<file path="config.mk">
export PLATFORM = sky130hd
export DESIGN_NAME = color_sensor_bottle_sorter_core_flat
export DESIGN_NICKNAME = d
export VERILOG_FILES = /design/src/rtl/csbs_pkg.sv /design/src/rtl/csbs_if.sv /design/src/rtl/csbs_front.sv /design/src/rtl/csbs_queue.sv /design/src/rtl/csbs_back.sv /design/src/rtl/color_sensor_bottle_sorter_core.sv /design/src/flat_wrapper.sv
export SDC_FILE = /design/constraint.sdc
export NUM_CORES = 1
export LEC_CHECK = 0
export BUFFER_PORTS_ARGS = -buffer_cell sky130_fd_sc_hd__buf_2
export CAP_MARGIN = 20
export CORE_UTILIZATION = 50
export DETAILED_ROUTE_END_ITERATION = 16
export PLACE_DENSITY = 0.68
export SETUP_SLACK_MARGIN = 0.2
export SYNTH_ARGS = -nofsm -noshare
export SYNTH_HDL_FRONTEND = slang
export SYNTH_SLANG_ARGS = --single-unit
</file>
<file path="constraint.sdc">
create_clock -name clk -period 8.06 [get_ports clk]
set_input_delay 1.612 -clock clk [delete_from_list [all_inputs] [get_ports clk]]
set_output_delay 1.612 -clock clk [all_outputs]
set_load 0.05 [all_outputs]
</file>
<file path="src/rtl/csbs_pkg.sv">
// Shared types and constants of the color sensor bottle sorter.
// Depends on nothing; every other file imports it.
package csbs_pkg;

	localparam int LEVEL_W  = 16;
	localparam int DWELL_W  = 8;
	localparam int REPORT_W = 16;
	localparam int QUEUE_DEPTH = 2;

	typedef enum logic [1:0] {
		CFG_AMBIENT   = 2'd0,
		CFG_BRIGHT    = 2'd1,
		CFG_NO_CAP    = 2'd2,
		CFG_MIN_DWELL = 2'd3
	} cfg_index_t;

	typedef enum logic [1:0] {
		CAT_RED_CAPPED    = 2'd0,
		CAT_RED_UNCAPPED  = 2'd1,
		CAT_BLUE_CAPPED   = 2'd2,
		CAT_BLUE_UNCAPPED = 2'd3
	} category_t;

	typedef enum logic [1:0] {
		CLS_NEUTRAL = 2'd0,
		CLS_RED     = 2'd1,
		CLS_BLUE    = 2'd2
	} color_class_t;

	typedef struct packed {
		logic [LEVEL_W-1:0] ambient;
		logic [LEVEL_W-1:0] bright;
		logic [LEVEL_W-1:0] no_cap;
		logic [DWELL_W-1:0] min_dwell;
	} cfg_t;

	// One entry per accepted sample: what the counters and gates must do.
	typedef struct packed {
		logic      clear;
		logic      sort;
		category_t cat;
	} event_t;

endpackage

</file>
<file path="src/rtl/csbs_if.sv">
// Handshake channels of the sorter: sensor samples in, sort results out.
// Depends on csbs_pkg for field widths.
interface csbs_sample_if
	import csbs_pkg::*;
();
	logic               valid;
	logic               ready;
	logic               action;
	logic [LEVEL_W-1:0] clear_level;
	logic [LEVEL_W-1:0] red_level;
	logic [LEVEL_W-1:0] green_level;
	logic [LEVEL_W-1:0] blue_level;

	modport source (output valid, action, clear_level, red_level, green_level, blue_level,
		input ready);
	modport sink (input valid, action, clear_level, red_level, green_level, blue_level,
		output ready);
endinterface

interface csbs_result_if
	import csbs_pkg::*;
();
	logic                valid;
	logic                ready;
	logic                object_done;
	logic [1:0]          category;
	logic [REPORT_W-1:0] total_objects;
	logic [REPORT_W-1:0] category_total;
	logic                gate_a_position;
	logic                gate_b_position;

	modport source (output valid, object_done, category, total_objects, category_total,
		gate_a_position, gate_b_position, input ready);
	modport sink (input valid, object_done, category, total_objects, category_total,
		gate_a_position, gate_b_position, output ready);
endinterface

</file>
<file path="src/rtl/csbs_front.sv">
// Front end: accepts samples, tracks object presence and colour phases, decides category.
// Depends on csbs_pkg and csbs_sample_if; pushes one event per transfer into the queue.
module csbs_front
	import csbs_pkg::*;
#(
	parameter int SAMPLE_BITS = 16
) (
	input  logic             clk,
	input  logic             arst_n,
	input  cfg_t             cfg,
	csbs_sample_if.sink      sample,
	input  logic             queue_full,
	output logic             push,
	output event_t           push_event
);

	localparam int PROD_W = SAMPLE_BITS + 4;

	logic [SAMPLE_BITS-1:0] last_red_q, last_blue_q;
	logic                   present_q, bright_q, top_taken_q, uncapped_q;
	logic [DWELL_W-1:0]     blue_lead_q, dwell_q;
	color_class_t           top_q, bottom_q;

	logic [SAMPLE_BITS-1:0] c, r, g, b;
	logic                   present_d, bright_d, top_taken_d, uncapped_d;
	logic [DWELL_W-1:0]     blue_lead_d, dwell_d;
	color_class_t           top_d, bottom_d;
	logic                   above_ambient, sort;
	category_t              cat;

	// Top of bottle: r/b > 2, i.e. r > 2b, with a red floor of 16.
	function automatic color_class_t top_class_f(logic [SAMPLE_BITS-1:0] rr,
		logic [SAMPLE_BITS-1:0] bb);
		logic [PROD_W-1:0] re, be;
		re = PROD_W'(rr);
		be = PROD_W'(bb);
		if (re > (be << 1) && re > PROD_W'(16))
			return CLS_RED;
		else if ((re << 2) < be * PROD_W'(3))
			return CLS_BLUE;
		else
			return CLS_NEUTRAL;
	endfunction

	// Bottom of bottle: r/b > 3.2, i.e. 5r > 16b, with a red floor of 18.
	function automatic color_class_t bottom_class_f(logic [SAMPLE_BITS-1:0] rr,
		logic [SAMPLE_BITS-1:0] bb);
		logic [PROD_W-1:0] re, be;
		re = PROD_W'(rr);
		be = PROD_W'(bb);
		if (re * PROD_W'(5) > (be << 4) && re > PROD_W'(18))
			return CLS_RED;
		else if ((re << 2) < be * PROD_W'(3))
			return CLS_BLUE;
		else
			return CLS_NEUTRAL;
	endfunction

	assign sample.ready = !queue_full;
	assign push = sample.valid && sample.ready;

	assign c = sample.clear_level[SAMPLE_BITS-1:0];
	assign r = sample.red_level[SAMPLE_BITS-1:0];
	assign g = sample.green_level[SAMPLE_BITS-1:0];
	assign b = sample.blue_level[SAMPLE_BITS-1:0];

	assign above_ambient = LEVEL_W'(c) > cfg.ambient;
	assign sort = !above_ambient && present_q && dwell_q > cfg.min_dwell;

	always_comb begin
		priority if (top_q == CLS_BLUE || bottom_q == CLS_BLUE || blue_lead_q > DWELL_W'(1))
			cat = CAT_BLUE_CAPPED;
		else if (top_q == CLS_RED || bottom_q == CLS_RED)
			cat = CAT_RED_CAPPED;
		else if (uncapped_q)
			cat = CAT_RED_UNCAPPED;
		else
			cat = CAT_BLUE_UNCAPPED;
	end

	always_comb begin
		present_d   = present_q;
		bright_d    = bright_q;
		top_taken_d = top_taken_q;
		uncapped_d  = uncapped_q;
		blue_lead_d = blue_lead_q;
		dwell_d     = dwell_q;
		top_d       = top_q;
		bottom_d    = bottom_q;
		if (above_ambient) begin
			present_d = 1'b1;
			if (dwell_q != '1)
				dwell_d = dwell_q + DWELL_W'(1);
			if (b > r && !top_taken_q && blue_lead_q != '1)
				blue_lead_d = blue_lead_q + DWELL_W'(1);
			if (LEVEL_W'(r) > cfg.no_cap || LEVEL_W'(g) > cfg.no_cap)
				uncapped_d = 1'b1;
			if (LEVEL_W'(c) > cfg.bright) begin
				if (!top_taken_q) begin
					top_d       = top_class_f(r, b);
					top_taken_d = 1'b1;
				end
				bright_d = 1'b1;
			end else if (LEVEL_W'(c) < cfg.bright && bright_q) begin
				bottom_d = bottom_class_f(last_red_q, last_blue_q);
				bright_d = 1'b0;
			end
		end else if (sort) begin
			dwell_d     = '0;
			present_d   = 1'b0;
			bright_d    = 1'b0;
			top_taken_d = 1'b0;
			uncapped_d  = 1'b0;
			blue_lead_d = '0;
		end else if (dwell_q < DWELL_W'(3) && dwell_q != '0) begin
			dwell_d = dwell_q - DWELL_W'(1);
		end
	end

	assign push_event.clear = sample.action;
	assign push_event.sort  = !sample.action && sort;
	assign push_event.cat   = cat;

	always_ff @(posedge clk or negedge arst_n) begin
		if (!arst_n) begin
			last_red_q  <= '0;
			last_blue_q <= '0;
			present_q   <= 1'b0;
			bright_q    <= 1'b0;
			top_taken_q <= 1'b0;
			uncapped_q  <= 1'b0;
			blue_lead_q <= '0;
			dwell_q     <= '0;
			top_q       <= CLS_NEUTRAL;
			bottom_q    <= CLS_NEUTRAL;
		end else if (push && !sample.action) begin
			last_red_q  <= r;
			last_blue_q <= b;
			present_q   <= present_d;
			bright_q    <= bright_d;
			top_taken_q <= top_taken_d;
			uncapped_q  <= uncapped_d;
			blue_lead_q <= blue_lead_d;
			dwell_q     <= dwell_d;
			top_q       <= top_d;
			bottom_q    <= bottom_d;
		end
	end

endmodule

</file>
<file path="src/rtl/csbs_queue.sv">
// Two-entry event queue between the front end and the counter back end.
// Depends on csbs_pkg for event_t.
module csbs_queue
	import csbs_pkg::*;
(
	input  logic   clk,
	input  logic   arst_n,
	input  logic   push,
	input  event_t push_event,
	input  logic   pop,
	output event_t head,
	output logic   empty,
	output logic   full
);

	localparam int PTR_W = $clog2(QUEUE_DEPTH);
	localparam int CNT_W = $clog2(QUEUE_DEPTH + 1);

	event_t             mem_q [QUEUE_DEPTH];
	logic [PTR_W-1:0]   wr_ptr_q, rd_ptr_q;
	logic [CNT_W-1:0]   count_q;

	assign empty = count_q == '0;
	assign full  = count_q == CNT_W'(QUEUE_DEPTH);
	assign head  = mem_q[rd_ptr_q];

	always_ff @(posedge clk) begin
		if (push)
			mem_q[wr_ptr_q] <= push_event;
	end

	always_ff @(posedge clk or negedge arst_n) begin
		if (!arst_n) begin
			wr_ptr_q <= '0;
			rd_ptr_q <= '0;
			count_q  <= '0;
		end else begin
			if (push)
				wr_ptr_q <= (wr_ptr_q == PTR_W'(QUEUE_DEPTH - 1)) ? '0 : wr_ptr_q + PTR_W'(1);
			if (pop)
				rd_ptr_q <= (rd_ptr_q == PTR_W'(QUEUE_DEPTH - 1)) ? '0 : rd_ptr_q + PTR_W'(1);
			unique case ({push, pop})
				2'b10:   count_q <= count_q + CNT_W'(1);
				2'b01:   count_q <= count_q - CNT_W'(1);
				default: count_q <= count_q;
			endcase
		end
	end

endmodule

</file>
<file path="src/rtl/csbs_back.sv">
// Back end: applies queued events to the saturating counters and gate states.
// Depends on csbs_pkg and csbs_result_if; drives the registered result channel.
module csbs_back
	import csbs_pkg::*;
#(
	parameter int COUNT_BITS = 16
) (
	input  logic          clk,
	input  logic          arst_n,
	input  event_t        head,
	input  logic          empty,
	output logic          pop,
	csbs_result_if.source result
);

	localparam int SHOW_W = (COUNT_BITS > REPORT_W) ? COUNT_BITS : REPORT_W;

	logic [COUNT_BITS-1:0] cat_cnt_q [4];
	logic [COUNT_BITS-1:0] total_q;
	logic                  gate_a_q, gate_b_q;
	logic                  out_valid_q;
	logic                  done_q;
	category_t             cat_out_q;
	logic [REPORT_W-1:0]   total_out_q, cat_total_out_q;

	logic [COUNT_BITS-1:0] total_d, cat_cnt_d;
	logic                  gate_a_d, gate_b_d;

	function automatic logic [COUNT_BITS-1:0] bump(logic [COUNT_BITS-1:0] v);
		return (v == '1) ? v : v + COUNT_BITS'(1);
	endfunction

	// Clamp to the reported width.
	function automatic logic [REPORT_W-1:0] show(logic [COUNT_BITS-1:0] v);
		if (SHOW_W'(v) > SHOW_W'({REPORT_W{1'b1}}))
			return '1;
		else
			return REPORT_W'(v);
	endfunction

	assign pop = !empty && (!out_valid_q || result.ready);

	always_comb begin
		total_d   = total_q;
		cat_cnt_d = cat_cnt_q[head.cat];
		gate_a_d  = gate_a_q;
		gate_b_d  = gate_b_q;
		if (head.clear) begin
			total_d   = '0;
			cat_cnt_d = '0;
		end else if (head.sort) begin
			total_d   = bump(total_q);
			cat_cnt_d = bump(cat_cnt_q[head.cat]);
			unique case (head.cat)
				CAT_BLUE_CAPPED:   gate_b_d = 1'b1;
				CAT_RED_CAPPED:    gate_a_d = 1'b1;
				CAT_RED_UNCAPPED:  gate_a_d = 1'b0;
				CAT_BLUE_UNCAPPED: gate_b_d = 1'b0;
			endcase
		end
	end

	always_ff @(posedge clk or negedge arst_n) begin
		if (!arst_n) begin
			for (int i = 0; i < 4; i++)
				cat_cnt_q[i] <= '0;
			total_q     <= '0;
			gate_a_q    <= 1'b1;
			gate_b_q    <= 1'b1;
			out_valid_q <= 1'b0;
		end else begin
			if (pop) begin
				out_valid_q <= 1'b1;
				total_q     <= total_d;
				gate_a_q    <= gate_a_d;
				gate_b_q    <= gate_b_d;
				if (head.clear) begin
					for (int i = 0; i < 4; i++)
						cat_cnt_q[i] <= '0;
				end else if (head.sort) begin
					cat_cnt_q[head.cat] <= cat_cnt_d;
				end
			end else if (result.ready) begin
				out_valid_q <= 1'b0;
			end
		end
	end

	always_ff @(posedge clk) begin
		if (pop) begin
			done_q          <= head.sort;
			cat_out_q       <= head.sort ? head.cat : CAT_RED_CAPPED;
			total_out_q     <= show(total_d);
			cat_total_out_q <= head.sort ? show(cat_cnt_d) : '0;
		end
	end

	assign result.valid           = out_valid_q;
	assign result.object_done     = done_q;
	assign result.category        = cat_out_q;
	assign result.total_objects   = total_out_q;
	assign result.category_total  = cat_total_out_q;
	assign result.gate_a_position = gate_a_q;
	assign result.gate_b_position = gate_b_q;

	// A sorted object has just been counted, so both counts are nonzero.
	a_done_total: assert property (@(posedge clk) disable iff (!arst_n)
		result.valid && result.object_done |-> result.total_objects != '0)
		else $error("sorted object with zero total");

	a_done_cat: assert property (@(posedge clk) disable iff (!arst_n)
		result.valid && result.object_done |-> result.category_total != '0)
		else $error("sorted object with zero category count");

	a_idle_fields: assert property (@(posedge clk) disable iff (!arst_n)
		result.valid && !result.object_done |->
			result.category == CAT_RED_CAPPED && result.category_total == '0)
		else $error("category fields set without a sorted object");

	a_clear_total: assert property (@(posedge clk) disable iff (!arst_n)
		pop && head.clear |=> total_q == '0)
		else $error("clear did not zero the total");

endmodule

</file>
<file path="src/rtl/color_sensor_bottle_sorter_core.sv">
// Color sensor bottle sorter core: top level with configuration registers.
// Depends on csbs_pkg, csbs_if, csbs_front, csbs_queue and csbs_back.
//
// The core takes one clear/red/green/blue sample per transfer on the sample
// channel and returns exactly one result per sample on the result channel.
// It sustains one sample per clock while the result channel accepts results:
// the front end classifies a sample and updates the presence, dwell and
// colour-phase tracking in the cycle it is accepted, and the back end applies
// the resulting counter and gate update as it pops each event. Events pass
// through a two-entry queue between the two halves and then the output
// register, so a stalled result channel only holds back samples once the
// queue and the output register are both full. An action of 1 clears the
// category and total counters and reports them as zero. Counters saturate
// at 2**COUNT_BITS-1 and are reported clamped to 16 bits. Configuration is
// written through cfg_we/cfg_index/cfg_data and must only change while no
// sample is in flight; index 0 ambient level, 1 bright level, 2 no-cap
// level, 3 minimum dwell (low 8 bits of the data).
module color_sensor_bottle_sorter_core
	import csbs_pkg::*;
#(
	parameter int SAMPLE_BITS = 16,
	parameter int COUNT_BITS  = 16
) (
	input  logic               clk,
	input  logic               arst_n,
	input  logic               cfg_we,
	input  logic [1:0]         cfg_index,
	input  logic [LEVEL_W-1:0] cfg_data,
	csbs_sample_if.sink        sample,
	csbs_result_if.source      result
);

	cfg_t   cfg_q;
	logic   push, pop, empty, full;
	event_t push_event, head;

	// Register writes are registered; there is no read-back.
	always_ff @(posedge clk or negedge arst_n) begin
		if (!arst_n) begin
			cfg_q.ambient   <= LEVEL_W'(1000);
			cfg_q.bright    <= LEVEL_W'(4000);
			cfg_q.no_cap    <= LEVEL_W'(500);
			cfg_q.min_dwell <= DWELL_W'(23);
		end else if (cfg_we) begin
			unique case (cfg_index_t'(cfg_index))
				CFG_AMBIENT:   cfg_q.ambient   <= cfg_data;
				CFG_BRIGHT:    cfg_q.bright    <= cfg_data;
				CFG_NO_CAP:    cfg_q.no_cap    <= cfg_data;
				CFG_MIN_DWELL: cfg_q.min_dwell <= cfg_data[DWELL_W-1:0];
			endcase
		end
	end

	// Classify each sample and turn it into a counter event.
	csbs_front #(
		.SAMPLE_BITS(SAMPLE_BITS)
	) u_front (
		.clk        (clk),
		.arst_n     (arst_n),
		.cfg        (cfg_q),
		.sample     (sample),
		.queue_full (full),
		.push       (push),
		.push_event (push_event)
	);

	// Decouple the front end from result back-pressure.
	csbs_queue u_queue (
		.clk        (clk),
		.arst_n     (arst_n),
		.push       (push),
		.push_event (push_event),
		.pop        (pop),
		.head       (head),
		.empty      (empty),
		.full       (full)
	);

	// Apply events to counters and gates, register the result.
	csbs_back #(
		.COUNT_BITS(COUNT_BITS)
	) u_back (
		.clk    (clk),
		.arst_n (arst_n),
		.head   (head),
		.empty  (empty),
		.pop    (pop),
		.result (result)
	);

endmodule
</file>
<file path="src/flat_wrapper.sv">
// flat-port wrapper written by rule: the top's interface ports become plain ports
module color_sensor_bottle_sorter_core_flat import csbs_pkg::*;
#(
	parameter int SAMPLE_BITS = 16,
	parameter int COUNT_BITS  = 16
)
  (clk, arst_n, cfg_we, cfg_index, cfg_data, sample_valid, sample_action, sample_clear_level, sample_red_level, sample_green_level, sample_blue_level, sample_ready, result_valid, result_object_done, result_category, result_total_objects, result_category_total, result_gate_a_position, result_gate_b_position, result_ready);
  csbs_sample_if sample_i ();
  csbs_result_if result_i ();
  input  logic clk;
  input  logic arst_n;
  input  logic cfg_we;
  input  logic [1:0] cfg_index;
  input  logic [LEVEL_W-1:0] cfg_data;
  input wire logic [$bits(sample_i.valid)-1:0] sample_valid;
  input wire logic [$bits(sample_i.action)-1:0] sample_action;
  input wire logic [$bits(sample_i.clear_level)-1:0] sample_clear_level;
  input wire logic [$bits(sample_i.red_level)-1:0] sample_red_level;
  input wire logic [$bits(sample_i.green_level)-1:0] sample_green_level;
  input wire logic [$bits(sample_i.blue_level)-1:0] sample_blue_level;
  output wire logic [$bits(sample_i.ready)-1:0] sample_ready;
  output wire logic [$bits(result_i.valid)-1:0] result_valid;
  output wire logic [$bits(result_i.object_done)-1:0] result_object_done;
  output wire logic [$bits(result_i.category)-1:0] result_category;
  output wire logic [$bits(result_i.total_objects)-1:0] result_total_objects;
  output wire logic [$bits(result_i.category_total)-1:0] result_category_total;
  output wire logic [$bits(result_i.gate_a_position)-1:0] result_gate_a_position;
  output wire logic [$bits(result_i.gate_b_position)-1:0] result_gate_b_position;
  input wire logic [$bits(result_i.ready)-1:0] result_ready;
  assign sample_i.valid = sample_valid;
  assign sample_i.action = sample_action;
  assign sample_i.clear_level = sample_clear_level;
  assign sample_i.red_level = sample_red_level;
  assign sample_i.green_level = sample_green_level;
  assign sample_i.blue_level = sample_blue_level;
  assign sample_ready = sample_i.ready;
  assign result_valid = result_i.valid;
  assign result_object_done = result_i.object_done;
  assign result_category = result_i.category;
  assign result_total_objects = result_i.total_objects;
  assign result_category_total = result_i.category_total;
  assign result_gate_a_position = result_i.gate_a_position;
  assign result_gate_b_position = result_i.gate_b_position;
  assign result_i.ready = result_ready;
  color_sensor_bottle_sorter_core #(.SAMPLE_BITS(SAMPLE_BITS), .COUNT_BITS(COUNT_BITS)) u_core (.clk(clk), .arst_n(arst_n), .cfg_we(cfg_we), .cfg_index(cfg_index), .cfg_data(cfg_data), .sample(sample_i), .result(result_i));
endmodule
</file>
After elaboration in Yosys (flattened, before gate mapping)
Memories as Yosys holds them, arrays and structs flattened.
Index checks and enable logic that the tools add are counted.
{ "totals": {"reg_bits": 234, "input_bits": 88, "mem_bits_rw": 8, "out_inout_bits": 39, "word_cells": 184, "mem_count": 1} }
{ "mem_list": {"columns": ["memory", "words", "word_bits", "rd", "rd_clocked_by_memory_dff", "write_ports", "line_no", "text"], "rows": [
  ["u_core.u_queue.mem_q", 2, 4, 1, 0, 1, "csbs_queue.sv:19", "event_t mem_q [QUEUE_DEPTH];"]
]} }
{ "classes": {"n_lt_le_gt_ge": 19, "multipliers": 3, "eq_ne": 22, "muxes": 47, "add_sub_neg": 9, "bitwise": 4, "reduce_logical": 50} }
{ "op_table": {"columns": ["op", "n"], "rows": [
  ["two-way mux 16 bit", 10],
  ["two-way mux 64 bit", 2],
  ["greater-than comparator 16 bit", 5],
  ["bitwise mux 64 bit", 1],
  ["two-way mux 8 bit", 7],
  ["less-than comparator 18 bit", 2],
  ["multiplier 16 x 2 -> 18 bit (second input constant)", 2],
  ["adder 16 x 1 -> 16 bit (second input constant)", 2],
  ["binary-select mux 16 bit (select 2 bit)", 1],
  ["demux 16 bit (select 2 bit)", 1],
  ["== test 16 bit (second input constant)", 2],
  ["greater-than comparator 16 bit (second input constant)", 2],
  ["greater-than comparator 16 x 5 -> 1 bit (second input constant)", 2],
  ["greater-than comparator 19 x 20 -> 1 bit", 1],
  ["multiplier 16 x 3 -> 19 bit (second input constant)", 1],
  ["greater-than comparator 16 x 17 -> 1 bit", 1],
  ["adder 8 x 1 -> 8 bit (second input constant)", 2],
  ["== test 2 bit (second input constant)", 8],
  ["less-than comparator 16 bit", 1],
  ["inequality test 8 bit (second input constant)", 2],
  ["AND reduction 4 bit", 4],
  ["two-way mux 1 bit", 15],
  ["AND reduction 3 bit", 5],
  ["two-way mux 2 bit", 7],
  ["24 further kinds", 68]
]} }

Depth between registers and ports, before layout
An unclocked memory read counts as a cell.
{ "logic_depth": {"word_depth": 12, "ltp_mapped": 20, "ltp_nobuf": 20} }

Hierarchy
From an unflattened synthesis, not the netlist that was laid out.
{ "unflattened": {"hier_cells": 1871, "hier_area_um2": 17595.6} }
{ "by_module_without_submodules": {"columns": ["module", "n_inst", "area_per_inst_um2", "cells_per_inst", "seq_area_each_um2"], "rows": [
  ["csbs_front", 1, 8468.1, 1063, 1401.3],
  ["csbs_back", 1, 6520.0, 661, 3130.5],
  ["color_sensor_bottle_sorter_core", 1, 2135.8, 119, 1428.9],
  ["csbs_queue", 1, 471.7, 28, 340.3]
]} }

Worst setup path after synthesis
No wires, ideal clock.
{ "synth_timing": {"kind": "input -> register", "from": "in sample_blue_level[2]", "to": "reg u_core.u_front.top_q[1]", "arrival_ps": 4693, "path_slack_ps": 3302, "required_ps": 7995, "setup_ps": 65, "path_buffers": 0, "path_stages": 15, "cell_sequence": "ha_1 > a21oi_1 > a21boi_0 > o31ai_1 > a211oi_1 > nor3_1 > xor2_1 > ha_1 > a21o_1 > a211o_1 > nor3_1 > o311a_1 > nor4_1 > a2111oi_0 > mux2_2"} }
{ "synth_via": {"elab_chain_cells": 4, "word_cells_on_any_way": 6, "cone_classes": "mul (1); order compare (2); mux (2); reduce/logical (1)"} }
{ "synth_lines": {"columns": ["element", "line_no", "text"], "rows": [
  ["start, declared", "flat_wrapper.sv:20", "input wire logic [$bits(sample_i.blue_level)-1:0] sample_blue_level;"],
  ["multiplier 16 x 2 -> 18 bit", "csbs_front.sv:39", "else if ((re << 2) < be * PROD_W'(3))"],
  ["less-than comparator 18 bit", "csbs_front.sv:39", null],
  ["two-way mux 2 bit", "csbs_front.sv:39", null],
  ["two-way mux 2 bit *", "csbs_front.sv:37", "if (re > (be << 1) && re > PROD_W'(16))"],
  ["end signal, assigned", "csbs_front.sv:145", "top_q <= top_d;"],
  ["end, declared", "csbs_front.sv:22", "color_class_t top_q, bottom_q;"]
]} }
Mark *: on every way between the ends. The rest lies on a longest branch, timed or not.
A chain may end at the register's enable or synchronous reset.

Worst setup path in the final report
{ "layout_timing": {"from": "in sample_blue_level[1]", "to": "reg u_core.u_front.top_q[1]"} }
The elaborated chain is that of the path after synthesis.

==> key figures <==
Floorplanning
  – Die area: around 34,000 µm²
  – Initial Utilization: between 50% and 60%
  – Die X: 184 µm
  – Io pins: about 130
  – Die Ht: 184 µm
  – Row count: 66
  – CORE AREA: roughly 33,000 µm²

Worst setup path
  – Crit start category: primary input
  – Worst path required time: between 8 and 9 ns
  – Top fanout value on the critical path: 6
  – Worst path arrival time: about 5.4 ns
  – Endpoint class of the critical path: flop
  – Setup CP Type: primary input to flop

Yosys
  – Syn nets: 2,021
  – Ys async rst share: approximately 80%
  – Combinational family with the most area after synthesis: adder cells
  – Synth Area in XOR/XNOR: approximately 3.4%
  – Synthesized instance count: roughly 1,700
  – Seq/Total Area, Yosys: 37.9%
  – Post-synthesis mux area share: 6.94%
  – Post-synth top area cell: dfrtp_1
  – Simple-gate share of the synthesized area: 15.3%
  – Syn_area_per_cell: ~10 µm²
  – Top post-synthesis cells by area: dfrtp_1 26%, ha_1 16%, edfxtp_1 7.8%
  – Synth Cell Area: 16,600 µm²
  – Yosys warning count: 0
  – Seq cells post-synth: roughly 240
  – Ys flop type: dfrtp_1
  – Post-synthesis adder-cell area fraction: 16.8%
  – Synth Area in Compound Gates: around 16%
  – EDFF count, synth: 43
  – Top cell type's share of synthesized area: a little over a quarter
  – Yosys cell types: 79

Power
  – Peak supply drop: between 0.15 and 0.2 mV
  – Leak pwr: approximately 8.8 nW
  – Pwr dens: about 320 nW/µm²
  – Total power: approximately 6 mW

Layout
  – Commonest cells after routing, fill and taps aside: 219 x ha_1, 190 x nand2_1, 175 x dfrtp_1
  – Fin cells: approximately 2,300
  – Nets: 2,149
  – Layout fillers: 2,893
  – Share of layout cells above drive strength 1: 16.7%
  – Syn-to-layout area delta: 11.8%
  – Commonest non-fill, non-tap cell in the layout: ha_1

Clock tree
  – CTS Sinks: between 200 and 250
  – H-Tree Depth: 1
  – Setup Fix Bufs, Post-CTS: 0
  – CTS tree: done
  – Clock-pin slew on the worst setup and hold paths: around 0.060 ns
  – Clock Path Buffers: 3
  – Root buffer cell: clkbuf_16
  – Worst-skew pair later-pin latency: roughly 0.55 ns
  – Resize count post-CTS: 0
  – CTS Buf Count: 28
  – # hold bufs at CTS: 0

Timing
  – Total negative slack: 0 ns
  – Final min period: slightly below 5 ns
  – Final hold vios: 0
  – RSZ-0062 raised after global routing: no
  – Period utilisation layout: about three fifths
  – Fmax: between 200 and 250 MHz
  – Max-slew violations: 0
  – Rel. slew slack: 34.9%
  – Actual slew at the worst max-slew pin: 0.972 ns
  – Final setup violation count: 0
  – Setup Skew: between 0.015 and 0.02 ns

Drt
  – Drt via density: around 5.7
  – Final WL: about 40,000 µm
  – Drt initial violations: 876
  – Antenna-violating nets left: 0
  – Drt drc: 0
  – WL per Instance: between 15 and 20 µm
  – Drt first pass iters: 5
  – Vias: ~13,000

Global routing
  – Wire length of the first global-routing pass: roughly 65,000 µm
  – Initial antenna violation count: 3
  – Total GRT Usage: between 20% and 30%
  – Grt total ovfl: 0
  – Vias in the first global route: around 13,000
  – Largest net degree at the start of global routing: 120

Worst hold path
  – HP Class: flop to flop

Run
  – Max-cap violation count: 0

Place
  – GP Congestion: between 0.9 and 1
  – DP HPWL: between 20,000 and 30,000 µm
  – Cells after DPL: between 2,000 and 2,500
  – Port Buffers: between 100 and 150

Outcome
  – Status: complete, no violations
-- final cells by class --
| type | instances | area [µm²] | share of cell area, % |
|---|---|---|---|
| repair buffers | 135 | 732 | 3.94 |
| well taps | 442 | 553 | 2.98 |
| clock inverters | 11 | 71.3 | 0.384 |
| multi-input cells | 1302 | 9670 | 52.0 |
| inverters | 130 | 488 | 2.63 |
| flip-flops and latches | 242 | 6300 | 33.9 |
| diodes | 2 | 5.00 | 0.0269 |
| clock buffers | 41 | 769 | 4.14 |
-- final timing paths --
check / from / endpoint / slack (ns) / depth (start not counted)
worst max-delay path: sample_blue_level[1] / u_core.u_front.top_q[1] / 3.12 / 17
worst min-delay path: u_core.u_back.cat_cnt_q[50] / u_core.u_back.cat_cnt_q[50] / 0.48 / 2
worst max register to register: u_core.u_front.last_red_q[3] / u_core.u_front.bottom_q[1] / 3.41 / 20
worst min register to register: u_core.u_back.cat_cnt_q[50] / u_core.u_back.cat_cnt_q[50] / 0.48 / 2
max in group asynchronous: arst_n / u_core.cfg_q[17] / 5.91 / 2
min in group asynchronous: arst_n / u_core.u_back.total_q[10] / 1.07 / 1
-- flip-flops by register name, summed over array words and instances, names as in the netlist, 2 cells and up --
name,count
u_core.u_front.dwell_q,8
u_core.u_front.blue_lead_q,8
u_core.u_queue.count_q,2
u_core.u_back.result.total_objects,16
u_core.u_back.total_q,16
u_core.u_back.cat_cnt_q,64
u_core.u_front.bottom_q,2
u_core.u_front.last_red_q,16
u_core.cfg_q,56
u_core.u_back.result.category_total,16
u_core.u_queue.mem_q,8
u_core.u_front.top_q,2
u_core.u_back.result.category,2
u_core.u_front.last_blue_q,16
-- per-layer routing --
metal | wire (µm) | part of all wire (%) | track usage (%)
met1 | 18100 | 45 | 31.9
met2 | 19100 | 48 | 41.2
met3 | 1850 | 4.7 | 3.26
met4 | 737 | 1.9 | 5.10
met5 | 0 | 0 | 0
-- cell families after synthesis --
kind of cell / Yosys count
DFF: 242
xor gates and xnor gates: 60
and+or+nand+nor: 513
buffers and inverters: 167
muxes: 89
adders and majority gates: 222
AOI/OAI and AO/OA: 418
-- power breakdown --
part / leakage (nW) / internal [mW] / switching [mW]
clock network: 0.414 / 0.662 / 0.498
logic: 5.40 / 1.21 / 1.82
registers: 2.96 / 1.56 / 0.255
-- per-stage QoR --
stage	hold WS (ns)	utilization, %	setup WS [ns]	instance area (µm²)
5_1_grt	0.504	57.0	2.83	18600
2_1_floorplan	0.441	-	3.30	16600
4_1_cts	0.482	56.9	3.19	18600
6_report	0.479	57.0	3.12	18600
3_3_place_gp	0.457	54.3	2.80	17700
3_5_place_dp	0.470	54.3	2.65	17700
-- critical path, cell delays in order --
cell and delay, ns:
buf_2 0.14, inv_1 0.11, fa_1 0.47, nor2b_1 0.13, o21a_1 0.16, o21ai_0 0.12, a211oi_1 0.40, nor3_1 0.14
or2_2 0.32, xnor2_1 0.13, ha_1 0.30, a211o_1 0.28, nor3_1 0.17, o311a_1 0.20, nor4_1 0.06, a2111oi_0 0.43
mux2_2 0.23
-- synth_stat cells (27+ instances only) --
library cell / number
a21o_1: 47
a21oi_1: 84
clkbuf_1: 27
dfrtp_1: 175
edfxtp_1: 43
ha_1: 219
inv_1: 128
mux2_2: 56
nand2_1: 190
nand3_1: 34
nand4_1: 36
nor2_1: 88
nor3_1: 39
o21ai_0: 132
o21ai_1: 27
xnor2_1: 27
xor2_1: 28
Note: power is estimated with default switching activity, not from simulation.
